<file path="src/rtl/core/fltpe_pkg.sv">
// Shared types and constants for the four-level page-table engine.
package fltpe_pkg;

  typedef enum logic [1:0] {
    ACT_MAP4K   = 2'd0,
    ACT_UNMAP4K = 2'd1,
    ACT_XLATE   = 2'd2,
    ACT_MAP2M   = 2'd3
  } action_t;

  typedef enum logic [1:0] {
    ST_OK     = 2'd0,
    ST_ALIGN  = 2'd1,
    ST_NOMEM  = 2'd2,
    ST_NOTMAP = 2'd3
  } status_t;

  typedef enum logic [2:0] {
    WR_NONE,
    WR_CLR,
    WR_LINK,
    WR_LEAF,
    WR_UNMAP
  } wr_sel_t;

  typedef enum logic [2:0] {
    S_CLR,
    S_IDLE,
    S_START,
    S_READ,
    S_EVAL,
    S_ZERO,
    S_LINK,
    S_DONE
  } state_t;

  localparam logic [1:0] CFG_TABLE_BASE = 2'd0;
  localparam logic [1:0] CFG_FLAG_MASK  = 2'd1;

  localparam logic [51:0] TableBaseReset = 52'd1048576;
  localparam logic [11:0] FlagMaskReset  = 12'd4094;
  localparam logic [11:0] EntryPresent   = 12'h001;
  localparam logic [11:0] EntryWrite     = 12'h002;
  localparam logic [11:0] EntryHuge      = 12'h080;

  typedef struct packed {
    logic    load;
    logic    rd;
    wr_sel_t wr;
    logic    alloc;
    logic    cnt_inc;
    logic    descend;
    logic    descend_new;
    logic    set_res;
    status_t code;
    logic    take_result;
    logic    finish;
  } cmd_t;

  typedef struct packed {
    logic       present;
    logic       huge;
    logic       follow_ok;
    logic       full;
    logic       cnt_last;
    logic [1:0] lvl;
    action_t    action;
    logic       misaligned;
    logic       out_free;
  } stat_t;

endpackage

</file>
<file path="src/rtl/core/fltpe_ctrl.sv">
// Controller: sequences reset clear, walk, table allocation and result hand-off.
module fltpe_ctrl (
  input  logic             clk,
  input  logic             rst,
  input  logic             in_valid,
  output logic             in_ready,
  input  fltpe_pkg::stat_t stat,
  output fltpe_pkg::cmd_t  cmd
);

  fltpe_pkg::state_t state, state_next;
  logic is_map, leaf_here, is_xlate;

  assign is_map = (stat.action == fltpe_pkg::ACT_MAP4K) ||
                  (stat.action == fltpe_pkg::ACT_MAP2M);
  assign is_xlate = (stat.action == fltpe_pkg::ACT_XLATE);
  assign leaf_here = ((stat.action == fltpe_pkg::ACT_MAP4K) && (stat.lvl == 2'd0)) ||
                     ((stat.action == fltpe_pkg::ACT_MAP2M) && (stat.lvl == 2'd1));
  assign in_ready = (state == fltpe_pkg::S_IDLE);

  always_ff @(posedge clk) begin
    if (rst) begin
      state <= fltpe_pkg::S_CLR;
    end else begin
      state <= state_next;
    end
  end

  always_comb begin
    state_next = state;
    case (state)
      fltpe_pkg::S_CLR:   if (stat.cnt_last) state_next = fltpe_pkg::S_IDLE;
      fltpe_pkg::S_IDLE:  if (in_valid) state_next = fltpe_pkg::S_START;
      fltpe_pkg::S_START: begin
        state_next = stat.misaligned && is_map ? fltpe_pkg::S_DONE : fltpe_pkg::S_READ;
      end
      fltpe_pkg::S_READ:  state_next = fltpe_pkg::S_EVAL;
      fltpe_pkg::S_EVAL: begin
        if (is_map) begin
          if (leaf_here) begin
            state_next = fltpe_pkg::S_DONE;
          end else if (stat.present) begin
            state_next = (!stat.huge && stat.follow_ok) ? fltpe_pkg::S_READ
                                                         : fltpe_pkg::S_DONE;
          end else begin
            state_next = stat.full ? fltpe_pkg::S_DONE : fltpe_pkg::S_ZERO;
          end
        end else if (stat.lvl == 2'd0) begin
          state_next = fltpe_pkg::S_DONE;
        end else if (stat.lvl == 2'd1 && stat.present && stat.huge) begin
          state_next = fltpe_pkg::S_DONE;
        end else begin
          state_next = (stat.present && stat.follow_ok) ? fltpe_pkg::S_READ
                                                        : fltpe_pkg::S_DONE;
        end
      end
      fltpe_pkg::S_ZERO:  if (stat.cnt_last) state_next = fltpe_pkg::S_LINK;
      fltpe_pkg::S_LINK:  state_next = fltpe_pkg::S_READ;
      fltpe_pkg::S_DONE:  if (stat.out_free) state_next = fltpe_pkg::S_IDLE;
      default:            state_next = fltpe_pkg::S_IDLE;
    endcase
  end

  always_comb begin
    cmd = '0;
    cmd.wr = fltpe_pkg::WR_NONE;
    cmd.code = fltpe_pkg::ST_OK;
    case (state)
      fltpe_pkg::S_CLR: begin
        cmd.wr = fltpe_pkg::WR_CLR;
        cmd.cnt_inc = 1'b1;
      end
      fltpe_pkg::S_IDLE: cmd.load = in_valid;
      fltpe_pkg::S_START: begin
        if (stat.misaligned && is_map) begin
          cmd.set_res = 1'b1;
          cmd.code = fltpe_pkg::ST_ALIGN;
        end
      end
      fltpe_pkg::S_READ: cmd.rd = 1'b1;
      fltpe_pkg::S_EVAL: begin
        if (is_map) begin
          if (leaf_here) begin
            cmd.wr = fltpe_pkg::WR_LEAF;
            cmd.set_res = 1'b1;
          end else if (stat.present) begin
            if (!stat.huge && stat.follow_ok) begin
              cmd.descend = 1'b1;
            end else begin
              cmd.set_res = 1'b1;
              cmd.code = fltpe_pkg::ST_NOMEM;
            end
          end else if (stat.full) begin
            cmd.set_res = 1'b1;
            cmd.code = fltpe_pkg::ST_NOMEM;
          end else begin
            cmd.alloc = 1'b1;
          end
        end else if (stat.lvl == 2'd0) begin
          if (stat.action == fltpe_pkg::ACT_UNMAP4K) cmd.wr = fltpe_pkg::WR_UNMAP;
          cmd.set_res = 1'b1;
          cmd.code = stat.present ? fltpe_pkg::ST_OK : fltpe_pkg::ST_NOTMAP;
          cmd.take_result = stat.present && is_xlate;
        end else if (stat.lvl == 2'd1 && stat.present && stat.huge) begin
          cmd.set_res = 1'b1;
          cmd.take_result = is_xlate;
          cmd.code = is_xlate ? fltpe_pkg::ST_OK : fltpe_pkg::ST_NOTMAP;
        end else if (stat.present && stat.follow_ok) begin
          cmd.descend = 1'b1;
        end else begin
          cmd.set_res = 1'b1;
          cmd.code = fltpe_pkg::ST_NOTMAP;
        end
      end
      fltpe_pkg::S_ZERO: begin
        cmd.wr = fltpe_pkg::WR_CLR;
        cmd.cnt_inc = 1'b1;
      end
      fltpe_pkg::S_LINK: begin
        cmd.wr = fltpe_pkg::WR_LINK;
        cmd.descend_new = 1'b1;
      end
      fltpe_pkg::S_DONE: cmd.finish = stat.out_free;
      default: cmd.wr = fltpe_pkg::WR_NONE;
    endcase
  end

endmodule

</file>
<file path="config.mk">
export PLATFORM = sky130hd
export DESIGN_NAME = fltpe_ctrl
export DESIGN_NICKNAME = d
export VERILOG_FILES = /design/src/rtl/core/fltpe_pkg.sv /design/src/rtl/core/fltpe_ctrl.sv
export SDC_FILE = /design/constraint.sdc
export NUM_CORES = 1
export LEC_CHECK = 0
export BUFFER_PORTS_ARGS = -buffer_cell sky130_fd_sc_hd__buf_4
export CAP_MARGIN = 0
export CORE_AREA = 2 2 39 41
export CTS_BUF_LIST = sky130_fd_sc_hd__clkbuf_4 sky130_fd_sc_hd__clkbuf_8
export CTS_CLUSTER_SIZE = 14
export DETAILED_ROUTE_END_ITERATION = 6
export DIE_AREA = 0 0 41 43
export GPL_TIMING_DRIVEN = 0
export PLACE_DENSITY = 0.71
export SLEW_MARGIN = 20
export SYNTH_ARGS = -nofsm -noshare
export SYNTH_HDL_FRONTEND = slang
export SYNTH_SLANG_ARGS = --single-unit
</file>
<file path="constraint.sdc">
create_clock -name clk -period 1.8 [get_ports clk]
set_input_delay 0.27 -clock clk [delete_from_list [all_inputs] [get_ports clk]]
set_output_delay 0.27 -clock clk [all_outputs]
set_load 0.005 [all_outputs]
</file>
==> key figures <==
Global route
  – GRT Residual Overflow: 0
  – Largest net degree at the start of global routing: 11
  – Initial antenna violation count: 0
  – GRT Resource Usage Total: 0.199
  – Vias in the first global route: 627
  – First-pass GRT wire length: 2.48 mm

Clocking
  – Total CTS buffers: 3
  – Clk sinks: 3
  – CTS max path bufs: 2
  – Clock slew at reported path FFs: 0.04 ns
  – Root Buffer: clkbuf_4
  – Hold-fix buffers at CTS: 0
  – Skew-Pair Late Insertion Delay: 0.24 ns
  – CTS tree: yes
  – H-tree depth reported by CTS: 1

Timing
  – RSZ-0062 raised after global routing: true
  – Final Hold Fails: 0
  – Max-slew violation count: 0
  – Max_slew headroom: 0.778
  – Least-Margin Pin Slew: 0.327 ns
  – Final min period: 1.75 ns
  – Crit share post-route: 0.973
  – Setup Viol. Count Final: 0
  – Worst Skew: 0.00141 ns
  – Fmax: 0.571 GHz

Power
  – Pwr/cell area: 472 nW/um^2
  – Seq pwr share: 0.188
  – Final Power: 0.000434 W
  – Clk pwr share: 0.313
  – IR drop worst, VDD: 0.262 mV
  – Leak: 0.407 nW
  – Switch Pwr: 0.000146 W
  – Sw Ratio: 0.336
  – Int Pwr: 0.000288 W
  – Gate power share: 0.499

Layout
  – Fraction of layout cells with a size suffix above 1: 0.625
  – Biggest register: state
  – Final nets: 131
  – Antenna cells: 0
  – Layout area overhead: 81.5%
  – Final instance area: 920 um^2
  – Top flop regs: state (3)
  – FILL cells: 127
  – Finished Core Util: 0.665
  – Max reg flops: 3

Placed design
  – GPL Wtd Cong: 0.734
  – Post-DP HPWL: 1.08 mm
  – PortBufs: 28
  – Dpl cell area: 737 um^2

Critical path
  – Max FO, Critical Path: 5
  – Most frequent cell on the critical path: buf_4
  – Critical path cell sequence: buf_4 > inv_2 > ha_4 > nor2b_2 > or4b_4 > nand2_1 > buf_4
  – Critical path arrival: 1.48 ns
  – Setup crit end kind: output port
  – Critical Path RT: 1.53 ns
  – CP Launch Type: primary input
  – Largest stage delay on the critical path: 0.48 ns
  – CP top delay family: simple AND/OR/NAND/NOR gates
  – CP max stage cell: or4b_4
  – Setup Crit Path Kind: in -> out
  – Worst path bufs/invs: 3

Yosys
  – Post-Synthesis Cells: 72
  – Synth unique cells: 36
  – Syn nets: 90
  – Post-Syn Area: 507 um^2
  – Yosys reg bits: 3
  – Syn_area_per_cell: 7.04 um^2
  – Post-synth EDFFs: 0
  – Number of synthesis warnings: 0
  – Ys async rst share: 0
  – Sequential share of the synthesized area: 0.119
  – Main synth FF type: dfxtp_1

Route
  – Vias: 692
  – TritonRoute pass-1 iters: 4
  – Drt initial violations: 3
  – Residual DRC: 0
  – Drt total wl: 1.57 mm
  – WL/cell: 12.3 um
  – Via density: 5.41
  – Remaining antenna violation count after routing: 0

Run
  – Max Cap Violations: 0

Die
  – Die ar.: 1760 um^2
  – Die width: 41 um
  – Row Count: 14
  – Initial core utilization: 0.366
  – Core Area: 1380 um^2
  – Floorplan die height: 43 um
  – # IOs: 29

Hold path
  – HP Class: in -> reg

Outcome
  – Status: finished, final reports clean
[kinds of logic after synthesis]
kind of cell / after synthesis / synth area share
multiplexers: 2 / 0.0420
XOR/XNOR: 1 / 0.0173
adder cells (fa/ha/maj): 4 / 0.0988
AND/OR/NAND/NOR: 34 / 0.353
AO/OA/AOI/OAI: 21 / 0.306
buffers and inverters: 7 / 0.0642
flip-flops: 3 / 0.119
[cell usage in the layout (no fill, tap or decap), drive strengths merged, types with 2 or more instances in the layout]
cell type and n:
and2 2, nand2b 3, nor2b 2, clkbuf 4
inv 4, nor2 7, nor4 2, a211oi 2
dfxtp 3, nand2 10, a21oi 4, ha 4
o22ai 3, o21ai 4, or3 2, buf 39
[final timing paths]
path	endpoint	slack, ns	cells past startpoint	start
hold / removal	state[2]	0.21	2	rst
hold reg to reg	state[1]	0.57	2	state[1]
setup / recovery	cmd[4]	0.05	7	stat[2]
setup reg to reg	state[2]	0.44	6	state[1]
[routing by layer]
metal,part of all wire,global-route usage
met4,0,0.0400
met1,0.40,0.232
met3,0.068,0.0471
met2,0.53,0.347
met5,0,0
[per-stage QoR]
stage,hold slack [ns],worst slack [ns],std cells,setup TNS [ns]
global route,0.209,-0.00196,128,-0.00225
CTS,0.212,0.00335,126,0
global placement,0.459,-0.125,116,-0.294
detailed placement,0.462,-0.0982,116,-0.247
floorplan,0.339,0.186,72,0
finish,0.207,0.0477,128,0
[cell usage after synthesis (2+ instances only)]
| master | n | area [um^2] |
|---|---|---|
| o21ai_1 | 2 | 10.0 |
| a211oi_1 | 2 | 15.0 |
| inv_1 | 3 | 11.3 |
| buf_2 | 2 | 10.0 |
| nand2b_1 | 3 | 18.8 |
| ha_1 | 4 | 50.1 |
| nor2_1 | 7 | 26.3 |
| o22ai_1 | 3 | 18.8 |
| dfxtp_1 | 3 | 60.1 |
| o21ai_0 | 2 | 10.0 |
| a21oi_1 | 4 | 20.0 |
| or3_1 | 2 | 12.5 |
| nor4_1 | 2 | 12.5 |
| nand2_1 | 10 | 37.5 |
| and2_1 | 2 | 12.5 |
[power groups by stage]
stage	combinational (W)	clock, W	sequential (W)
after floorplan	0.0000914	0	0.0000773
after CTS	0.000199	0.000139	0.0000796
after global routing	0.000236	0.000148	0.0000817
final	0.000217	0.000136	0.0000814
after detailed placement	0.000167	0	0.0000791
after global placement	0.000165	0	0.0000791
[what timing repair did]
| action | 4_1_cts | 5_1_grt |
|---|---|---|
| endpoints found under the hold margin | 0 | 0 |
| resized for setup | 11 | 14 |
| pin swaps | 0 | 4 |
| setup buffers | 6 | 2 |
| endpoints found under the setup margin | 5 | 7 |
[final cells by class]
class,instances,area (um^2),area share
multi-input combinational,62,497,0.540
sequential,3,63.8,0.0694
buffer,3,23.8,0.0259
inverter,4,15.0,0.0163
tap,16,20.0,0.0218
timing repair buffer,36,270,0.294
clock buffer,4,30.0,0.0327
Power figures use the tool's default switching activity.
